===== config.mk =====
export PLATFORM = sky130hd
export DESIGN_NAME = ipv4_trie_cell
export DESIGN_NICKNAME = d
export VERILOG_FILES = /design/src/rtl/ipv4_trie_pkg.sv /design/src/rtl/ipv4_trie_cell.sv
export SDC_FILE = /design/constraint.sdc
export NUM_CORES = 1
export LEC_CHECK = 0
export BUFFER_PORTS_ARGS = -buffer_cell sky130_fd_sc_hd__buf_2
export CAP_MARGIN = 20
export CELL_PAD_IN_SITES_DETAIL_PLACEMENT = 1
export CELL_PAD_IN_SITES_GLOBAL_PLACEMENT = 1
export CORE_UTILIZATION = 32
export CTS_BUF_LIST = sky130_fd_sc_hd__clkbuf_8 sky130_fd_sc_hd__clkbuf_16
export CTS_CLUSTER_SIZE = 8
export DETAILED_ROUTE_END_ITERATION = 12
export GPL_ROUTABILITY_DRIVEN = 1
export PLACE_DENSITY = 0.92
export SYNTH_ARGS = -nofsm -noshare
export SYNTH_HDL_FRONTEND = slang
export SYNTH_SLANG_ARGS = --single-unit
export TNS_END_PERCENT = 50

===== constraint.sdc =====
create_clock -name clk -period 3.18 [get_ports clk]
set_input_delay 0.477 -clock clk [delete_from_list [all_inputs] [get_ports clk]]
set_output_delay 0.477 -clock clk [all_outputs]
set_load 0.02 [all_outputs]

===== src/rtl/ipv4_trie_pkg.sv =====
`timescale 1ns / 1ps
package ipv4_trie_pkg;

  localparam int IDX_W          = 10;
  localparam int SLOT_W         = 8;
  localparam int ADDR_W         = 32;
  localparam int HOP_BITS       = 32;
  localparam int CFG_W          = 32;
  localparam int CFG_IDX_W      = 2;
  localparam int NODE_COUNT_DEF = 1024;
  localparam int HOP_WIDTH_DEF  = 32;

  typedef enum logic {
    OP_WRITE  = 1'b0,
    OP_LOOKUP = 1'b1
  } op_t;

  typedef enum logic [CFG_IDX_W-1:0] {
    CFG_ROOT_NODE      = 2'd0,
    CFG_DEFAULT_ENABLE = 2'd1,
    CFG_DEFAULT_HOP    = 2'd2,
    CFG_IPV4_TABLE     = 2'd3
  } cfg_idx_t;

  // one node entry as seen outside the store
  typedef struct packed {
    logic                valid;
    logic [HOP_BITS-1:0] hop;
    logic [IDX_W-1:0]    child;
  } entry_t;

  // lookup context handed from cell to cell
  typedef struct packed {
    logic                live;
    logic                pending;
    logic                go;
    logic                hit;
    logic [HOP_BITS-1:0] hop;
    logic [IDX_W-1:0]    node;
    logic [ADDR_W-1:0]   addr;
  } ctx_t;

  typedef struct packed {
    logic              en;
    logic [IDX_W-1:0]  node;
    logic [SLOT_W-1:0] slot;
  } rd_req_t;

  typedef struct packed {
    logic                found;
    logic [HOP_BITS-1:0] hop;
  } result_t;

  // fold the entry read for the previous level into the context
  function automatic ctx_t merge_entry(ctx_t c, entry_t e);
    ctx_t m;
    m = c;
    if (c.pending) begin
      if (e.valid) begin
        m.hit = 1'b1;
        m.hop = e.hop;
      end
      m.node = e.child;
      m.go   = (e.child != '0);
    end
    return m;
  endfunction

endpackage


===== src/rtl/ipv4_trie_cell.sv =====
`timescale 1ns / 1ps
module ipv4_trie_cell #(
  parameter int NODE_COUNT = ipv4_trie_pkg::NODE_COUNT_DEF
) (
  input  logic                   clk,
  input  logic                   rst,
  input  ipv4_trie_pkg::ctx_t    ctx_in,
  input  ipv4_trie_pkg::entry_t  rd_data,
  output ipv4_trie_pkg::ctx_t    ctx_out,
  output ipv4_trie_pkg::rd_req_t rd,
  output logic                   busy
);

  ipv4_trie_pkg::ctx_t ctx;
  ipv4_trie_pkg::ctx_t m;
  logic                in_range;
  logic                issue;

  always_ff @(posedge clk) begin
    if (rst) begin
      ctx <= '0;
    end else begin
      ctx <= ctx_in;
    end
  end

  always_comb begin
    m        = ipv4_trie_pkg::merge_entry(ctx, rd_data);
    in_range = (32'(m.node) < 32'(NODE_COUNT));
    issue    = m.live && m.go && in_range;

    // top address byte indexes this level, then shifts out
    ctx_out         = m;
    ctx_out.pending = issue;
    ctx_out.go      = issue;
    ctx_out.addr    = {m.addr[ipv4_trie_pkg::ADDR_W-ipv4_trie_pkg::SLOT_W-1:0],
                       ipv4_trie_pkg::SLOT_W'(0)};

    rd.en   = issue;
    rd.node = issue ? m.node : '0;
    rd.slot = issue ? m.addr[ipv4_trie_pkg::ADDR_W-1 -: ipv4_trie_pkg::SLOT_W] : '0;
  end

  assign busy = ctx.live;

endmodule


Yosys cells after proc, flatten, opt, wreduce, memory -nomap -nowiden:

Index checks and enable logic that the tools add are counted.

* bits in latches: 0
* ROM bits: 0
* bits in writable memories: 0
* output and inout port bits: 98
* memories: 0
* word-level logic and storage cells: 13
* input bits: 123
* register bits: 78

* div/mod/pow operators: 0
* $mul: 0
* mux-type cells: 4
* add/sub/neg operators: 0
* bitwise logic cells: 0
* $lt $le $gt $ge: 0
* reduce and logical (&&, ||, !) cells: 2
* equality and inequality tests: 0
* shifts and indexed selects: 0

Operator list (count)
* 2-to-1 mux 44 bit: 1
* 2-to-1 mux 33 bit: 1
* 2-to-1 mux 10 bit: 1
* nonzero test 10 bit: 1
* 2-to-1 mux 8 bit: 1
* logical AND 1 bit: 1

Depth between registers and ports, before layout:

Gate-level depths: netlist of run 1.

* word-level depth: 4
* depth in mapped cells: 4
* mapped depth without buffers: 2

Worst setup path before layout of run 1:

No wires, ideal clock.

* kind: register to output
* start point: reg ctx, in the netlist busy
* end point: out rd[0] (netlist name)
* arrival time: 1.365 ns
* slack: 1.338 ns
* cell stages (with the launch flop): 4
* data required time: 2.703 ns
* cells stage by stage: dfxtp_1 o21ai_2 buf_6 a311oi_1

RTL lines
* start: declaration: RTL line ipv4_trie_cell.sv:14 `ipv4_trie_pkg::ctx_t ctx;`
* start signal: assignment: RTL line ipv4_trie_cell.sv:23 `ctx <= ctx_in;`
* end: declaration: RTL line ipv4_trie_cell.sv:10 `output ipv4_trie_pkg::rd_req_t rd,`

==> results of run 1 <==
logic make-up (layout without fill, tap and decap cells):
kind of cell,count (synthesis),after routing
flops,78,78
compound gates,10,10
other cells,1,9
buf+inv,57,237
simple gates,93,93
mux,42,42
synthesized netlist by cell type (all sizes together):
cell type / count
nor2b: 79
dfxtp: 78
buf: 43
mux2: 42
and2b: 9
a311oi: 8
inv: 8
clkbuf: 6
a31oi: 1
conb: 1
nand2: 1
nand2b: 1
nor3: 1
nor4: 1
nor4b: 1
o21ai: 1
power breakdown:
group | total [mW] | leakage [nW] | internal [mW] | switching, mW
clock network | 0.736 | 0.108 | 0.399 | 0.337
logic | 0.359 | 1.47 | 0.168 | 0.191
registers | 1.05 | 0.650 | 1.03 | 0.0192
stage by stage:
stage / setup WS (ns) / cell area (um2) / total power, mW / util (%) / hold WS (ns)
finish: 0.434 / 4310 / 2.14 / 44.3 / 0.342
CTS: 0.392 / 4310 / 2.19 / 44.3 / 0.316
floorplan: 1.34 / 3230 / 1.31 / - / 0.605
global placement: 0.973 / 4100 / 1.42 / 42.2 / 0.685
global route: 0.260 / 4310 / 2.26 / 44.3 / 0.319
detailed placement: 0.781 / 4100 / 1.43 / 42.2 / 0.693
cell type report:
type,instances,area share [%]
sequential,78,36.2
timing repair buffer,213,24.8
inverter,8,0.697
tap,133,3.86
antenna,1,0.0581
clock buffer,11,3.51
multi-input combinational,153,29.7
clock inverter,5,1.16
path summary, 6_finish.rpt:
| check | from | endpoint | slack [ns] | cells after the start |
|---|---|---|---|---|
| max | ctx[76] | ctx_out[75] | 0.43 | 3 |
| min | ctx_in[26] | ctx[26] | 0.34 | 2 |
registers in the layout (all words and copies together) (netlist names):
name     count
busy         1
ctx         53
ctx_out     24
layer usage:
layer  GRT usage, %  vias to the layer above  wire, um
li1               -                     1224         -
met1           15.5                     1192      3000
met2           30.4                      120      4740
met3           5.20                       12       654
met4           7.03                        2       117
met5              0                        -        13
==> flow_summary.ini, run 1 <==
[run_status]
status = finished, final reports clean

[sta]
timing_hold_violations_final = 0
fin_setup_tns_ns = 0
layout_worst_path_cycle_share_pct = 86.3
setup-violations-final = 0
maxSlewHeadroom_pct = 44.0
rsz0062_at_grt = no
timing.fmax_mhz = 364
timing.final.max_slew_violations = 0
worst-slew-pin-transition_ns = 0.838
layout_min_cycle_time_ns = 2.75

[final_layout]
commonest_cells_after_routing_fill_and_taps_aside = buf_2 (212), nor2b_1 (78), dfxtp_1 (78), mux2_2 (32), clkbuf_8 (11)
most_common_library_cell_in_the_layout_ignoring_fill_and_taps = buf_2
nFillCells = 1187
post_layout_nonfiller_instances = 602
final-seq-area_um2 = 1560
drive_gt1_share_pct = 60.5
multi_input_area_um2 = 1280
fin_nets = 586
layout-area-overhead-vs-synth_pct = 34.5

[global_routing]
first_global_vias = 2616
grt_overflow_total = 0
grt_antenna_before_repair = 2
largest_net_degree_at_the_start_of_global_routing = 79
track_usage_pct = 15.9
grt_pass1_wl_um = 12400

[power_and_ir_drop]
power.ir.vdd_worst_mv = 0.227
total_leakage_power_nw = 2.22
p_per_area_nw_per_um2 = 497

[floorplan]
die-width_um = 102
dieArea_um2 = 10400
die_y_um = 102
initial_standard_cell_utilization_of_the_core_pct = 32.9
core_um2 = 9730
pin_count = 221
placement_rows = 36

[placed_design]
finalWeightedCongestion = 0.724
dpl.hpwl_um = 6740
buffer_ports.inserted = 212
dpl.cell_count = 585

[detailed_routing]
total_detailed_routing_wirelength_um = 8520
drt-initial-drc-count = 23
viasPerCell = 4.24
route.antenna.remaining_nets = 0
detailedRoute.firstPassIterationCount = 4
dr_total_vias = 2550
remaining_drc_errors = 0
detail_route.wl_per_cell_um = 14.2

[yosys]
yosys.area_share.xor_xnor_pct = 0
ys_ff_latch = 78
synth_mux_area_share_pct = 15.9
syn-instance-count = 281
post_synth.cell_area_avg_um2 = 11.4
synthTopCellsByArea = dfxtp_1 (49%), nor2b_1 (15%), mux2_2 (11%)
synth_fa_ha_area_share_pct = 0
yosysWarningCount = 0
netlist.top_cell.by_area = dfxtp_1
syn-cell-area_um2 = 3200
synthDistinctLibCells = 21
seq_area_frac_synth_pct = 48.8
area_share_of_the_largest_cell_type_after_synthesis_pct = 48.8
synth_top_family_by_area = simple AND/OR/NAND/NOR gates
synth_compound_gate_area_share_pct = 2.66
post_synth_and_or_nand_nor_area_fraction_pct = 20.4

[hold_path]
worst_hold_path_type = in -> reg

[clocking]
cts_hold_buf = 0
numCtsBuffers = 9
cts-htree-levels = 3
cts.repair.resized = 0
cts_tree = built
ctsRootBufferMaster = clkbuf_8
ctsLongestPathBuffers = 2
postCtsSetupRepairBufs = 0
cts_sinks = 78
path_clk_slew_ns = 0.08

[worst_setup_path]
cp_max_fo = 13
critical_path.cell_chain = nor4b_4, a31oi_1, buf_2
worst-endpoint-arrival_ns = 2.27
timing.critical_path.buf_inv = 1
cp_slowest_cell = dfxtp_1
cp_delay_by_family_top = flip-flops
cp-end-kind = output pin
start_kind = flip-flop
required_time_worst_endpoint_ns = 2.70
critical-path-max-stage-delay_ns = 0.87
criticalPathCategory = reg -> out

[run]
max_cap_viol_count = 0
Power figures use the tool's default switching activity.
==> inputs of run 2 (changes only) <==
CORE_MARGIN = 4   (was unset)
GPL_TIMING_DRIVEN = 1   (was unset)
==> run 2 against run 1 <==
Compared with the run above: critical path depth stayed put; cell area is 0.81% higher; global-route usage down 1.1 points; sequential power is essentially flat; cell count fell by 0.17%; non-clock buffer count did not move; utilization is 0.15 points higher; first-iteration DRC count increased by 130%; setup slack improved by 0.081 ns; via count is 2.0% lower; fmax up 3.0%; critical path type unchanged.
==> flow_summary.ini, run 2 (synthesized netlist as in run 1, its figures left out) <==
[run_status]
status = finished, final reports clean

[sta]
timing.fmax_mhz = 375
layout_min_cycle_time_ns = 2.67
timing.final.max_slew_violations = 0
setup-violations-final = 0
layout_worst_path_cycle_share_pct = 83.8
maxSlewHeadroom_pct = 46.7
rsz0062_at_grt = no
fin_setup_tns_ns = 0
worst-slew-pin-transition_ns = 0.799
timing_hold_violations_final = 0

[floorplan]
placement_rows = 36
die_y_um = 108
core_um2 = 9770
die-width_um = 108
initial_standard_cell_utilization_of_the_core_pct = 32.8
pin_count = 221
dieArea_um2 = 11700

[clocking]
cts.repair.resized = 0
cts_sinks = 78
ctsRootBufferMaster = clkbuf_8
numCtsBuffers = 9
ctsLongestPathBuffers = 2
postCtsSetupRepairBufs = 0
cts_hold_buf = 0
cts-htree-levels = 3
cts_tree = built
path_clk_slew_ns = 0.08

[worst_setup_path]
criticalPathCategory = reg -> out
cp_max_fo = 13
launching_element_of_the_worst_setup_path = ctx[76]
required_time_worst_endpoint_ns = 2.70
worst-endpoint-arrival_ns = 2.19
cp-end-kind = output pin
start_kind = flip-flop

[final_layout]
fin_nets = 586
drive_gt1_share_pct = 60.6
commonest_cells_after_routing_fill_and_taps_aside = buf_2 (212), nor2b_1 (78), dfxtp_1 (78), mux2_2 (32)
largest_register = ctx
nFillCells = 1174
most_common_library_cell_in_the_layout_ignoring_fill_and_taps = buf_2
post_layout_nonfiller_instances = 601
flip_flop_count_of_the_largest_register_after_layout = 53
layout-area-overhead-vs-synth_pct = 35.6

[power_and_ir_drop]
power.ir.vdd_worst_mv = 0.314
power_switching_mw = 0.553
fraction_of_power_spent_switching_nets_pct = 24.2
seq_power_share_pct = 45.8
p_per_area_nw_per_um2 = 526
total_leakage_power_nw = 2.24
share_clk_of_total_power_pct = 38.5
pwr-share-comb_pct = 15.7
intPower_mw = 1.73

[detailed_routing]
detail_route.wl_per_cell_um = 14.8
total_detailed_routing_wirelength_um = 8880
detailedRoute.firstPassIterationCount = 4
remaining_drc_errors = 0
drt-initial-drc-count = 54
viasPerCell = 4.16
route.antenna.remaining_nets = 0
dr_total_vias = 2500

[placed_design]
finalWeightedCongestion = 0.680
buffer_ports.inserted = 212
dpl.cell_count = 585
dpl.hpwl_um = 7120

[run]
max_cap_viol_count = 0

[global_routing]
grt_pass1_wl_um = 13400
first_global_vias = 2716
largest_net_degree_at_the_start_of_global_routing = 79
grt_antenna_before_repair = 2
grt_overflow_total = 0
track_usage_pct = 14.8

[hold_path]
worst_hold_path_type = in -> reg
hold_startpoint = ctx_in[31]
-- run 2: cell types whose count changed in the layout (fill, tap and decap cells not counted), sizes merged --
cell | before | now
bufinv | 1 | 3
clkbuf | 11 | 10
inv | 10 | 9
clkinvlp | 1 | 0
-- run 2: cell type report --
cell class | count | area (um2) | area share [%]
Inverter | 8 | 30.0 | 0.691
Clock buffer | 10 | 138 | 3.17
Sequential cell | 78 | 1560 | 36.0
Timing Repair Buffer | 213 | 1070 | 24.6
Multi-Input combinational cell | 153 | 1280 | 29.4
Tap cell | 133 | 166 | 3.83
Clock inverter | 5 | 98.8 | 2.28
Antenna cell | 1 | 2.50 | 0.0576
-- run 2: per-layer routing --
layer,vias up,share of wire [%],global-route usage (%)
met2,110,54,28.2
met3,6,9.9,6.63
met4,2,0.46,3.52
li1,1221,-,-
met1,1161,35,14.6
met5,-,0.15,0
-- run 2: final timing paths --
path | end | slack (ns) | cells after the start
max | ctx_out[76] | 0.51 | 3
min | ctx[31] | 0.35 | 2
-- run 2: per-stage QoR --
step	utilization (%)	hold WS [ns]	worst slack, ns	instance area [um2]	total power, mW
2_1_floorplan	-	0.605	1.34	3230	1.31
3_3_place_gp	42.0	0.683	0.959	4100	1.42
3_5_place_dp	42.0	0.694	0.825	4100	1.43
4_1_cts	44.4	0.326	0.433	4340	2.32
5_1_grt	44.4	0.324	0.306	4340	2.40
6_report	44.4	0.348	0.515	4340	2.28
-- run 2: worst max-delay path, stage by stage, from the launching register on --
cell     delay, ns
dfxtp_1       0.81
nor4b_4       0.59
a31oi_1       0.23
buf_2         0.22
-- run 2: power groups by stage --
| stage | registers [mW] | clock network, mW | logic [mW] |
|---|---|---|---|
| after floorplan | 1.06 | 0 | 0.248 |
| after global placement | 1.07 | 0 | 0.352 |
| after detailed placement | 1.07 | 0 | 0.365 |
| after CTS | 1.05 | 0.910 | 0.365 |
| after global routing | 1.05 | 0.958 | 0.390 |
| final | 1.05 | 0.879 | 0.359 |
==> inputs of run 3 (changes only) <==
CORE_UTILIZATION = 29   (was 32)
PLACE_DENSITY = 0.86   (was 0.92)
clock period = 2.5 ns   (was 3.18 ns; I/O delays follow)
==> run 3 against run 2 <==
Compared with the run above: clock-buffer cell count is the same; critical endpoint is now rd[12]; cell count increased by 1.5%; sequential cell count unchanged; first-iteration DRC count did not move; total power grew 16%; utilization decreased by 4.7 points; largest cell class unchanged; sequential power up 27%; via count grew 1.8%; sequential share of layout area grew 0.27 points; setup slack got worse by 0.26 ns; routed wire length up 0.86%.
==> flow_summary.ini, run 3 (synthesized netlist as in run 1, its figures left out) <==
[detailed_routing]
dr_total_vias = 2544
detailedRoute.firstPassIterationCount = 4
detail_route.wl_per_cell_um = 14.7
total_detailed_routing_wirelength_um = 8950
drt-initial-drc-count = 54
route.antenna.remaining_nets = 0
viasPerCell = 4.17
remaining_drc_errors = 0

[sta]
finalHoldWorstSlack_ns = 0.234
timing.fmax_mhz = 446
worst-slew-pin-transition_ns = 0.751
setup-violations-final = 0
layout_min_cycle_time_ns = 2.24
fin_setup_tns_ns = 0
layout_worst_path_cycle_share_pct = 89.7
timing_hold_violations_final = 0
timing.final.max_slew_violations = 0
maxSlewHeadroom_pct = 49.9
rsz0062_at_grt = no

[placed_design]
buffer_ports.inserted = 212
dpl.hpwl_um = 7310
finalWeightedCongestion = 0.811

[worst_setup_path]
critical_path.cell_chain = o21ai_2, and2b_2, buf_2
start_kind = flip-flop
worst-endpoint-arrival_ns = 1.87
cp_slowest_cell = o21ai_2
criticalPathCategory = reg -> out
cp-end-kind = output pin
cp_max_fo = 19
critical-path-max-stage-delay_ns = 0.65
required_time_worst_endpoint_ns = 2.12

[final_layout]
flip_flop_count_of_the_largest_register_after_layout = 53
multi_input_area_um2 = 1280
commonest_cells_after_routing_fill_and_taps_aside = buf_2 (212), nor2b_1 (78), dfxtp_1 (78), mux2_2 (32)
final-seq-area_um2 = 1560
fin_nets = 587
most_common_library_cell_in_the_layout_ignoring_fill_and_taps = buf_2
drive_gt1_share_pct = 61.0
nFillCells = 1284
layout-area-overhead-vs-synth_pct = 34.6
post-route-util_pct = 39.8
largest_register = ctx

[clocking]
numCtsBuffers = 9
cts_hold_buf = 0
cts_tree = built
cts_sinks = 78
cts-htree-levels = 3
postCtsSetupRepairBufs = 0
ctsRootBufferMaster = clkbuf_8
ctsLongestPathBuffers = 2
path_clk_slew_ns = 0.09
cts.repair.resized = 0

[floorplan]
dieArea_um2 = 12800
die_y_um = 113
placement_rows = 38
pin_count = 221
core_um2 = 10800
initial_standard_cell_utilization_of_the_core_pct = 29.5
die-width_um = 113

[global_routing]
largest_net_degree_at_the_start_of_global_routing = 44
first_global_vias = 2743
groute.layer.met1.usage_pct = 13.8
grt_overflow_total = 0
grt_antenna_before_repair = 0
gr-usage-met3_pct = 5.08
grt_pass1_wl_um = 13600
grt_busiest_layer = met2
grtUsageMet2_pct = 24.5
track_usage_pct = 13.4

[run]
max_cap_viol_count = 0

[run_status]
status = finished, final reports clean

[power_and_ir_drop]
p_per_area_nw_per_um2 = 613
power.ir.vdd_worst_mv = 0.287
total_leakage_power_nw = 2.21

[hold_path]
worst_hold_path_type = in -> reg
run 3: changes by cell type in the layout (fill, tap and decap cells not counted), sizes merged:
cell      delta
bufinv       -3
clkinvlp     +3
clkinv       +2
buf          +1
inv          -1
run 3: layer usage:
metal | vias up | part of all wire (%)
li1 | 1226 | -
met1 | 1194 | 36
met2 | 117 | 54
met3 | 7 | 8.6
met4 | 0 | 1.3
met5 | - | 0
run 3: per-stage QoR:
step           worst slack (ns)  total power [mW]  std cells  instance area [um2]
3_3_place_gp              0.620              1.81        593                 4130
3_5_place_dp              0.581              1.83        593                 4130
2_1_floorplan             0.760              1.67        288                 3230
6_report                  0.257              2.64        610                 4310
4_1_cts                   0.178              2.70        609                 4310
5_1_grt                  0.0846              2.78        609                 4310
run 3: worst max-delay path: cells and delay by family (launching register included):
family	cells	cell delay, ns
AOI/OAI and AO/OA	1	0.65
and+or+nand+nor	1	0.30
DFF	1	0.42
buffers and inverters	1	0.15
run 3: final timing paths:
path              cells past startpoint  slack, ns       start  endpoint
setup / recovery                      3       0.26     ctx[76]    rd[12]
hold / removal                        2       0.23  ctx_in[45]   ctx[45]
run 3: layout make-up:
class                      instances  area share [%]
clock buffer                      10            3.19
timing repair buffer             214            25.3
inverter                           8           0.697
tap                              140            4.06
sequential                        78            36.2
multi-input combinational        153            29.6
clock inverter                     6           0.871
antenna                            1          0.0581
run 3: power by group:
| part | switching (mW) | total, mW | leakage [nW] | internal, mW |
|---|---|---|---|---|
| logic | 0.248 | 0.464 | 1.48 | 0.216 |
| clock network | 0.469 | 0.851 | 0.0841 | 0.382 |
| registers | 0.0201 | 1.33 | 0.650 | 1.31 |
| total | 0.737 | 2.64 | 2.21 | 1.91 |
