File: src/rtl/ipv4_trie_pkg.sv
`timescale 1ns / 1ps
package ipv4_trie_pkg;

  localparam int IDX_W          = 10;
  localparam int SLOT_W         = 8;
  localparam int ADDR_W         = 32;
  localparam int HOP_BITS       = 32;
  localparam int CFG_W          = 32;
  localparam int CFG_IDX_W      = 2;
  localparam int NODE_COUNT_DEF = 1024;
  localparam int HOP_WIDTH_DEF  = 32;

  typedef enum logic {
    OP_WRITE  = 1'b0,
    OP_LOOKUP = 1'b1
  } op_t;

  typedef enum logic [CFG_IDX_W-1:0] {
    CFG_ROOT_NODE      = 2'd0,
    CFG_DEFAULT_ENABLE = 2'd1,
    CFG_DEFAULT_HOP    = 2'd2,
    CFG_IPV4_TABLE     = 2'd3
  } cfg_idx_t;

  // one node entry as seen outside the store
  typedef struct packed {
    logic                valid;
    logic [HOP_BITS-1:0] hop;
    logic [IDX_W-1:0]    child;
  } entry_t;

  // lookup context handed from cell to cell
  typedef struct packed {
    logic                live;
    logic                pending;
    logic                go;
    logic                hit;
    logic [HOP_BITS-1:0] hop;
    logic [IDX_W-1:0]    node;
    logic [ADDR_W-1:0]   addr;
  } ctx_t;

  typedef struct packed {
    logic              en;
    logic [IDX_W-1:0]  node;
    logic [SLOT_W-1:0] slot;
  } rd_req_t;

  typedef struct packed {
    logic                found;
    logic [HOP_BITS-1:0] hop;
  } result_t;

  // fold the entry read for the previous level into the context
  function automatic ctx_t merge_entry(ctx_t c, entry_t e);
    ctx_t m;
    m = c;
    if (c.pending) begin
      if (e.valid) begin
        m.hit = 1'b1;
        m.hop = e.hop;
      end
      m.node = e.child;
      m.go   = (e.child != '0);
    end
    return m;
  endfunction

endpackage

File: src/rtl/ipv4_trie_if.sv


interface ipv4_trie_rsp_if;
  logic                               valid;
  logic                               ready;
  logic                               found;
  logic [ipv4_trie_pkg::HOP_BITS-1:0] route_hop;

  modport source (output valid, found, route_hop, input ready);
  modport sink (input valid, found, route_hop, output ready);
endinterface

File: src/rtl/ipv4_trie_result.sv
`timescale 1ns / 1ps
module ipv4_trie_result (
  input  logic                  clk,
  input  logic                  rst,
  input  ipv4_trie_pkg::ctx_t   ctx_in,
  input  ipv4_trie_pkg::entry_t rd_data,
  input  logic                  prev_busy,
  input  logic                  default_enable,
  input  logic [ipv4_trie_pkg::HOP_BITS-1:0] default_hop,
  input  logic                  ipv4_table,
  output logic                  room,
  ipv4_trie_rsp_if.source       rsp
);

  ipv4_trie_pkg::ctx_t    ctx;
  ipv4_trie_pkg::ctx_t    m;
  ipv4_trie_pkg::result_t res;
  ipv4_trie_pkg::result_t q [2];
  logic [1:0]             cnt;
  logic [1:0]             cnt_next;
  logic                   push;
  logic                   pop;
  logic                   wr_pos;

  always_ff @(posedge clk) begin
    if (rst) begin
      ctx <= '0;
    end else begin
      ctx <= ctx_in;
    end
  end

  // last level: its child is not followed
  always_comb begin
    m = ipv4_trie_pkg::merge_entry(ctx, rd_data);
    priority if (!ipv4_table) begin
      res = '0;
    end else if (m.hit) begin
      res.found = 1'b1;
      res.hop   = m.hop;
    end else if (default_enable) begin
      res.found = 1'b1;
      res.hop   = default_hop;
    end else begin
      res = '0;
    end
  end

  assign push     = ctx.live;
  assign pop      = rsp.valid && rsp.ready;
  assign wr_pos   = 1'(cnt - 2'(pop));
  assign cnt_next = cnt + 2'(push) - 2'(pop);

  always_ff @(posedge clk) begin
    if (rst) begin
      cnt <= '0;
    end else begin
      cnt <= cnt_next;
    end
  end

  // head slot takes the new result when it lands there, else shifts on a pop
  always_ff @(posedge clk) begin
    if (push && !wr_pos) begin
      q[0] <= res;
    end else if (pop) begin
      q[0] <= q[1];
    end
    if (push && wr_pos) begin
      q[1] <= res;
    end
  end

  // slots left for results still on their way
  assign room = ({1'b0, cnt} + 3'(prev_busy) + 3'(ctx.live)) < 3'd2;

  assign rsp.valid     = (cnt != 2'd0);
  assign rsp.found     = q[0].found;
  assign rsp.route_hop = q[0].hop;

endmodule

File: src/flat_wrapper.sv
// flat-port wrapper written by rule: the top's interface ports become plain ports
module ipv4_trie_result_flat 
  (clk, rst, ctx_in, rd_data, prev_busy, default_enable, default_hop, ipv4_table, room, rsp_valid, rsp_found, rsp_route_hop, rsp_ready);
  ipv4_trie_rsp_if rsp_i ();
  input  logic clk;
  input  logic rst;
  input  ipv4_trie_pkg::ctx_t ctx_in;
  input  ipv4_trie_pkg::entry_t rd_data;
  input  logic prev_busy;
  input  logic default_enable;
  input  logic [ipv4_trie_pkg::HOP_BITS-1:0] default_hop;
  input  logic ipv4_table;
  output logic room;
  output wire logic [$bits(rsp_i.valid)-1:0] rsp_valid;
  output wire logic [$bits(rsp_i.found)-1:0] rsp_found;
  output wire logic [$bits(rsp_i.route_hop)-1:0] rsp_route_hop;
  input wire logic [$bits(rsp_i.ready)-1:0] rsp_ready;
  assign rsp_valid = rsp_i.valid;
  assign rsp_found = rsp_i.found;
  assign rsp_route_hop = rsp_i.route_hop;
  assign rsp_i.ready = rsp_ready;
  ipv4_trie_result u_core (.clk(clk), .rst(rst), .ctx_in(ctx_in), .rd_data(rd_data), .prev_busy(prev_busy), .default_enable(default_enable), .default_hop(default_hop), .ipv4_table(ipv4_table), .room(room), .rsp(rsp_i));
endmodule
File: config.mk
export PLATFORM = sky130hd
export DESIGN_NAME = ipv4_trie_result_flat
export DESIGN_NICKNAME = d
export VERILOG_FILES = /design/src/rtl/ipv4_trie_pkg.sv /design/src/rtl/ipv4_trie_if.sv /design/src/rtl/ipv4_trie_result.sv /design/src/flat_wrapper.sv
export SDC_FILE = /design/constraint.sdc
export NUM_CORES = 1
export LEC_CHECK = 0
export BUFFER_PORTS_ARGS = -buffer_cell sky130_fd_sc_hd__clkbuf_2
export CAP_MARGIN = 40
export CORE_MARGIN = 2
export CORE_UTILIZATION = 43
export DETAILED_ROUTE_END_ITERATION = 8
export GPL_TIMING_DRIVEN = 0
export PLACE_DENSITY = 0.8
export SKIP_LAST_GASP = 1
export SLEW_MARGIN = 20
export SYNTH_ARGS = -nofsm -noshare
export SYNTH_HDL_FRONTEND = slang
export SYNTH_SLANG_ARGS = --single-unit
File: constraint.sdc
create_clock -name clk -period 2.4 [get_ports clk]
set_input_delay 0.48 -clock clk [delete_from_list [all_inputs] [get_ports clk]]
set_output_delay 0.48 -clock clk [all_outputs]
set_load 0.05 [all_outputs]
After elaboration in Yosys (flattened, before gate mapping)
Memory sizes are Yosys's and may differ from the RTL's.
Cells that the tools add are included.
{"block": "op_classes", "n_addsub": 5, "n_mul": 0, "div_mod_pow": 0, "order_cmp": 1, "n_eq_ne": 0, "shifts": 0, "n_mux": 13, "bitwise": 1, "n_reduce_logical": 5}
{"cell": "$mux W33", "count": 5}
{"cell": "$mux W43", "count": 1}
{"cell": "$mux W1", "count": 7}
{"cell": "$add A2 B1 Y3", "count": 1}
{"cell": "$add A3 B1 Y3", "count": 1}
{"cell": "$logic_and A1 B1 Y1", "count": 3}
{"cell": "$lt A3 B2 Y1 const B", "count": 1}
{"cell": "$add A2 B1 Y2", "count": 1}
{"cell": "$reduce_bool A2 Y1", "count": 1}
{"cell": "$sub A2 B1 Y2", "count": 1}
{"cell": "$logic_not A1 Y1", "count": 1}
{"cell": "$or A1 B1 Y1", "count": 1}
{"cell": "$sub A1 B1 Y1", "count": 1}
{"block": "word_totals", "reg_bits": 47, "latchBits": 0, "ramBits": 66, "mem_bits_ro": 0, "input_bits": 159, "output_inout_bits": 35, "word_cells": 32, "n_memories": 1}
{"name": "u_core.q", "words": 2, "width": 33, "rd": 2, "rd_clocked_by_memory_dff": 0, "wr": 2, "line_no": "ipv4_trie_result.sv:18", "rtl": "ipv4_trie_pkg::result_t q [2];"}

Depth between registers and ports, before layout
Gate-level depths: netlist of run 1.
{"block": "logic_depth", "ltp_word": 8, "mapped_depth": 9, "ltp_nobuf": 8}

Worst setup path before layout of run 1
No wires, ideal clock.
{"block": "synth_timing", "path_kind": "input-to-reg", "startpoint": "input port rsp_ready", "endpoint": "register u_core.cnt[1]", "setup_time_ns": 0.128, "t_arrival_ns": 2.216, "t_required_ns": 2.272, "path_slack_ns": 0.057, "stages": 8, "n_path_buf": 0, "cell_sequence": "o21ai_2 inv_1 ha_1 inv_1 ha_1 xor2_1 xnor2_1 nor2_1"}
{"block": "synth_between", "elab_chain_len": 2}
{"item": "start, declared", "line_no": "flat_wrapper.sv:17", "rtl": "input wire logic [$bits(rsp_i.ready)-1:0] rsp_ready;"}
{"item": "$logic_and A1 B1 Y1", "line_no": "ipv4_trie_result.sv:50", "rtl": "assign pop = rsp.valid && rsp.ready;"}
{"item": "$sub A2 B1 Y2", "line_no": "ipv4_trie_result.sv:52", "rtl": "assign cnt_next = cnt + 2'(push) - 2'(pop);"}
{"item": "end signal, assigned", "line_no": "ipv4_trie_result.sv:58", "rtl": "cnt <= cnt_next;"}
{"item": "end, declared", "line_no": "ipv4_trie_result.sv:19", "rtl": "logic [1:0] cnt;"}
No other way between the ends.
A chain may end at the register's enable or synchronous reset.

==> impl_metrics.py, run 1 <==
metrics = {
    "run_status": {
        "status": "completed",
    },
    "logic_synthesis": {
        "syn-cell-area_mm2": 0.00450,
        "synth_warnings": 0,
        "ys_seq_elements": 103,
        "synthCells": 346,
        "yosysTopAreaCellShare": 0.440,
        "synth_top_area_cell": "edfxtp_1",
        "synth_cell_types": 26,
        "syn_nets": 509,
        "ys_seq_area_frac": 0.605,
        "syn_area_per_cell_um2": 13.0,
        "synth.area.top_cells": "edfxtp_1 (44%), dfxtp_1 (16%), a221o_1 (7.1%)",
    },
    "routing": {
        "vias_per_cell": 4.83,
        "drc": 0,
        "dr.pass1.iters": 4,
        "drt-total-wl_um": 9930,
        "dr.first_iter.drc_count": 240,
        "num_vias": 3106,
        "post_drt_wl_per_cell_um": 15.4,
        "ant_nets": 0,
    },
    "worst_setup_path": {
        "path_delay_family": "buffers and inverters",
        "reg2reg_to": "u_core.q[0][3]",
        "arrival_ns": 2.43,
        "start_kind": "register",
        "crit_chain": "o21ai_4 > inv_1 > ha_1 > ha_1 > nor2_4 > buf_4 > clkbuf_1 > a22o_1",
        "crit_required_ns": 2.64,
        "critPathKind": "reg2reg",
        "end_kind": "register",
        "cpPeakStageDelay_ns": 0.37,
        "r2r_setup_slack_ns": 0.21,
        "reg2reg_depth": 8,
        "reg2reg_from": "u_core.cnt[0]",
        "worstPathMaxFanout": 10,
        "path_buf_inv": 3,
        "crit_top_cell": "ha_1",
        "worst_path_max_delay_cell": "dfxtp_1",
    },
    "hold_path": {
        "min_from": "ctx_in[77]",
        "hp-class": "in2reg",
        "whs_path_depth": 2,
        "holdPathEnd": "u_core.push",
    },
    "place": {
        "post-place-cells": 624,
        "io_buffers": 140,
        "dp_hpwl_um": 8040,
        "gp_congestion": 0.923,
    },
    "floorplan": {
        "start_util": 0.440,
        "die_w_um": 106,
        "die-height_um": 106,
        "core_area_mm2": 0.0102,
        "io-pin-count": 194,
        "dieArea_mm2": 0.0113,
        "num_rows": 37,
    },
    "sta": {
        "worst_slew_pin_slew_ns": 0.449,
        "holdWs_ns": 0.313,
        "setup_violations": 0,
        "slew_violations": 0,
        "fin_skew_ns": 0.00768,
        "rsz0062_at_grt": "no",
        "relSlewSlack": 0.701,
        "hold_viol": 0,
        "period_share": 0.913,
        "fmax_mhz": 456,
        "period_needed_ns": 2.19,
    },
    "cells_and_area": {
        "mostFrequentLayoutCell": "clkbuf_2",
        "mostFrequentLayoutCells": "clkbuf_2 (140), edfxtp_1 (66), nor2b_1 (37), dfxtp_1 (37), buf_4 (35)",
        "nFillCells": 871,
        "fin_nets": 665,
        "fin_cells": 643,
        "diodes": 0,
        "drive_gt1_frac": 0.406,
        "syn_to_final_growth_pct": 24.7,
    },
    "run": {
        "max_cap_violations": 0,
    },
    "power": {
        "p_leak_uw": 0.00254,
        "power_density_mw_per_mm2": 1000,
        "ir_worst_vdd_v": 0.000719,
    },
    "global_route": {
        "grt_usage": 0.182,
        "grt_pass1_wl_um": 15700,
        "grt_max_degree": 34,
        "grt_overflow": 0,
        "antenna_found_initial": 0,
        "grt_pass1_vias": 3164,
    },
    "clocking": {
        "htreeDepth": 3,
        "clk_path_buf_depth": 2,
        "cts_tree": "yes",
        "cts-root-buf": "clkbuf_8",
        "clk_pin_slew_ns": 0.09,
        "cts_buffers": 9,
        "insertion_delay_ns": 0.37,
        "clock_sinks": 103,
    },
}
[where the power goes]
part	internal, µW	leakage (µW)	switching (µW)
combinational	788	0.00153	1460
sequential	2350	0.000938	106
clock	378	0.0000753	548
total	3510	0.00254	2110
[per-layer routing]
metal,vias to the layer above,share of wire,GRT usage,wire (µm)
met1,1394,0.41,0.211,4030
met4,0,0.041,0.120,405
met3,30,0.064,0.0490,633
met5,-,0,0,0
met2,114,0.49,0.295,4860
li1,1568,-,-,-
[how the worst max path moves through the flow]
stage / from / to / depth (start not counted)
floorplan: rsp_ready / u_core.cnt[1] / 8
global placement: rsp_ready / u_core.cnt[1] / 9
detailed placement: rsp_ready / u_core.q[0][3] / 10
CTS: u_core.cnt[0] / u_core.q[0][3] / 9
global route: u_core.cnt[0] / u_core.q[0][19] / 9
finish: u_core.cnt[0] / u_core.q[0][3] / 8
[cell usage after synthesis (all sizes together)]
master / n
nor2: 2
and3: 32
or2: 1
and2: 33
o31a: 1
buf: 42
o21ai: 1
ha: 4
clkbuf: 16
a211oi: 1
nor3b: 1
xor2: 1
nand2b: 1
a22o: 32
inv: 3
a221o: 32
dfxtp: 37
edfxtp: 66
nand2: 1
mux2: 1
xnor2: 1
nor2b: 37
[worst register-to-register path: stages (launching register included)]
cell	delay, ns
dfxtp_1	0.37
o21ai_4	0.22
inv_1	0.07
ha_1	0.30
ha_1	0.23
nor2_4	0.13
buf_4	0.16
clkbuf_1	0.37
a22o_1	0.23
[final cells by class]
class / instances / area, µm² / share of cell area
clock buffers: 13 / 139 / 0.0248
multi-input cells: 182 / 1410 / 0.251
repair buffers: 145 / 763 / 0.136
plain buffers: 58 / 375 / 0.0669
clock inverters: 3 / 20.0 / 0.00357
flip-flops and latches: 103 / 2720 / 0.485
well taps: 136 / 170 / 0.0303
inverters: 3 / 11.3 / 0.00201
[sequential cells by signal (all words and copies together), names as in the netlist]
register     cells
u_core.ctx      34
u_core.cnt       2
u_core.q        66
u_core.push      1
[kinds of logic after synthesis]
| family | after synthesis | synth area share |
|---|---|---|
| multiplexers | 1 | 0.00250 |
| XOR/XNOR | 2 | 0.00389 |
| AND/OR/NAND/NOR | 108 | 0.152 |
| AO/OA/AOI/OAI | 67 | 0.139 |
| flip-flops | 103 | 0.605 |
| buffers and inverters | 61 | 0.0859 |
| adder cells (fa/ha/maj) | 4 | 0.0111 |
[what timing repair did]
item | 4_1_cts | 5_1_grt
buffers inserted | 0 | 3
setup endpoints to repair | 29 | 30
cloned | 0 | 0
resized for setup | 1 | 1
endpoints found under the hold margin | 0 | 0
pin swaps | 0 | 1
hold buffers | 0 | 0
[per-stage QoR]
stage	setup TNS, ns	instance area [µm²]	setup slack [ns]	power, µW	utilization
6_report	0	5610	0.208	5630	0.548
5_1_grt	0	5610	0.0555	5910	0.548
4_1_cts	0	5580	0.0273	5640	0.545
3_5_place_dp	-2.93	5420	-0.116	4730	0.529
3_3_place_gp	-19.84	5370	-0.405	4640	0.525
2_1_floorplan	0	4500	0.0568	4190	-
No activity file was read; power rests on OpenSTA's default activity.
==> run 2, diff against run 1 <==
--- a/config.mk
+++ b/config.mk
@@ -8,10 +8,11 @@
 export BUFFER_PORTS_ARGS = -buffer_cell sky130_fd_sc_hd__clkbuf_2
 export CAP_MARGIN = 40
 export CORE_MARGIN = 2
-export CORE_UTILIZATION = 43
+export CORE_UTILIZATION = 44
+export CTS_BUF_LIST = sky130_fd_sc_hd__clkbuf_8
 export DETAILED_ROUTE_END_ITERATION = 8
 export GPL_TIMING_DRIVEN = 0
-export PLACE_DENSITY = 0.8
+export PLACE_DENSITY = 0.82
 export SKIP_LAST_GASP = 1
 export SLEW_MARGIN = 20
 export SYNTH_ARGS = -nofsm -noshare
==> run 2 against run 1 <==
  * Core utilization up 2.5 points
  * Via count up 2.2%
  * First-iteration DRC count down 51%
  * Highest routed layer unchanged
==> impl_metrics.py, run 2 (synthesized netlist as in run 1, its figures left out) <==
metrics = {
    "power": {
        "power_density_mw_per_mm2": 1030,
        "ir_worst_vdd_v": 0.000644,
        "p_leak_uw": 0.00257,
    },
    "clocking": {
        "clk_path_buf_depth": 2,
        "clk_pin_slew_ns": 0.10,
        "cts_tree": "yes",
        "insertion_delay_ns": 0.36,
        "cts_hold_buf": 0,
        "cts_buffers": 9,
        "clock_sinks": 103,
        "htreeDepth": 3,
        "cts-root-buf": "clkbuf_8",
    },
    "place": {
        "gp_congestion": 0.768,
        "dp_hpwl_um": 7280,
        "post-place-cells": 620,
        "place_area_mm2": 0.00540,
        "io_buffers": 140,
    },
    "sta": {
        "setup_violations": 0,
        "tns_ns": 0,
        "worst_slew_pin_slew_ns": 0.498,
        "fmax_mhz": 444,
        "period_needed_ns": 2.25,
        "period_share": 0.938,
        "hold_viol": 0,
        "fin_skew_ns": 0.0155,
        "slew_violations": 0,
        "rsz0062_at_grt": "no",
        "holdWs_ns": 0.321,
        "relSlewSlack": 0.668,
    },
    "cells_and_area": {
        "fin_nets": 664,
        "fin_cells": 639,
        "final_design_area_no_fill_mm2": 0.00565,
        "top_register": "u_core.q",
        "largest_reg_flops": 66,
        "top_regs": "u_core.q: 66 flops, u_core.ctx: 34 flops, u_core.cnt: 2 flops",
        "nFillCells": 822,
        "syn_to_final_growth_pct": 25.6,
        "mostFrequentLayoutCell": "clkbuf_2",
        "mostFrequentLayoutCells": "clkbuf_2 (140), edfxtp_1 (66), nor2b_1 (37), dfxtp_1 (37), buf_4 (34)",
        "drive_gt1_frac": 0.411,
        "diodes": 0,
    },
    "worst_setup_path": {
        "end_kind": "register",
        "crit_top_cell": "ha_1",
        "crit_required_ns": 2.52,
        "arrival_ns": 2.37,
        "start_kind": "register",
        "critPathKind": "reg2reg",
        "path_buf_inv": 3,
        "crit_chain": "o21ai_4 > inv_1 > ha_1 > ha_1 > nor2_4 > nor2b_1 > clkbuf_1 > buf_2 > a22o_1",
        "cpPeakStageDelay_ns": 0.37,
        "worst_path_max_delay_cell": "dfxtp_1",
        "path_delay_family": "adder cells",
        "worstPathMaxFanout": 10,
    },
    "global_route": {
        "grtUsageMet3": 0.0324,
        "grt_max_degree": 35,
        "use_met1": 0.201,
        "grt_pass1_vias": 3139,
        "grt_overflow": 0,
        "antenna_found_initial": 0,
        "grt_usage": 0.174,
        "grt_pass1_wl_um": 15000,
        "grt_util_met2": 0.314,
        "top_usage_layer": "met2",
    },
    "floorplan": {
        "start_util": 0.456,
        "io-pin-count": 194,
        "num_rows": 36,
        "core_area_mm2": 0.00986,
        "dieArea_mm2": 0.0111,
        "die_w_um": 105,
        "die-height_um": 105,
    },
    "run_status": {
        "status": "completed",
    },
    "routing": {
        "num_vias": 3174,
        "dr.first_iter.drc_count": 118,
        "post_drt_wl_per_cell_um": 14.8,
        "drc": 0,
        "ant_nets": 0,
        "dr.pass1.iters": 4,
        "vias_per_cell": 4.97,
        "drt-total-wl_um": 9430,
    },
    "run": {
        "max_cap_violations": 0,
    },
    "hold_path": {
        "hp-class": "in2reg",
    },
}
[run 2: cell types whose count changed in the layout (fill, tap and decap cells not counted), sizes merged]
cell,delta
bufinv,+1
clkinvlp,-1
buf,-1
clkbuf,-3
inv,+2
clkinv,+1
[run 2: per-layer routing]
metal  vias up  share of wire
li1       1564              -
met1      1488           0.42
met2       102           0.51
met3        20          0.044
met4         0          0.027
met5         -              0
[run 2: cell type report]
| cell class | instances | area (µm²) | area share |
|---|---|---|---|
| clock inverter | 6 | 60.1 | 0.0106 |
| multi-input combinational | 182 | 1410 | 0.249 |
| tap | 133 | 166 | 0.0294 |
| sequential | 103 | 2720 | 0.482 |
| clock buffer | 10 | 138 | 0.0244 |
| timing repair buffer | 144 | 771 | 0.136 |
| inverter | 3 | 11.3 | 0.00199 |
| buffer | 58 | 375 | 0.0664 |
[run 2: power by group]
| group | switching [µW] | internal, µW |
|---|---|---|
| registers | 110 | 2350 |
| clock network | 574 | 508 |
| logic | 1460 | 798 |
| total | 2140 | 3650 |
[run 2: final timing paths]
| path | from | to | slack (ns) | cells after the start |
|---|---|---|---|---|
| setup reg to reg | u_core.cnt[0] | u_core.q[0][9] | 0.15 | 9 |
| setup / recovery | u_core.cnt[0] | u_core.q[0][9] | 0.15 | 9 |
| hold reg to reg | u_core.q[0][47] | u_core.q[0][14] | 0.54 | 1 |
| hold / removal | ctx_in[60] | u_core.ctx[60] | 0.32 | 2 |
[run 2: metrics by stage]
step	total power (µW)	util	setup WS, ns
after global placement	4630	0.544	-0.363
after floorplan	4190	-	0.0568
after detailed placement	4720	0.547	-0.134
after global routing	6040	0.573	0.00272
final	5800	0.573	0.149
after CTS	5790	0.568	0.0493
[run 2: timing repair]
action,4_1_cts,5_1_grt
pin swaps,0,1
hold endpoints to repair,0,0
gates resized for setup,1,1
endpoints found under the setup margin,5,30
setup buffers,0,2
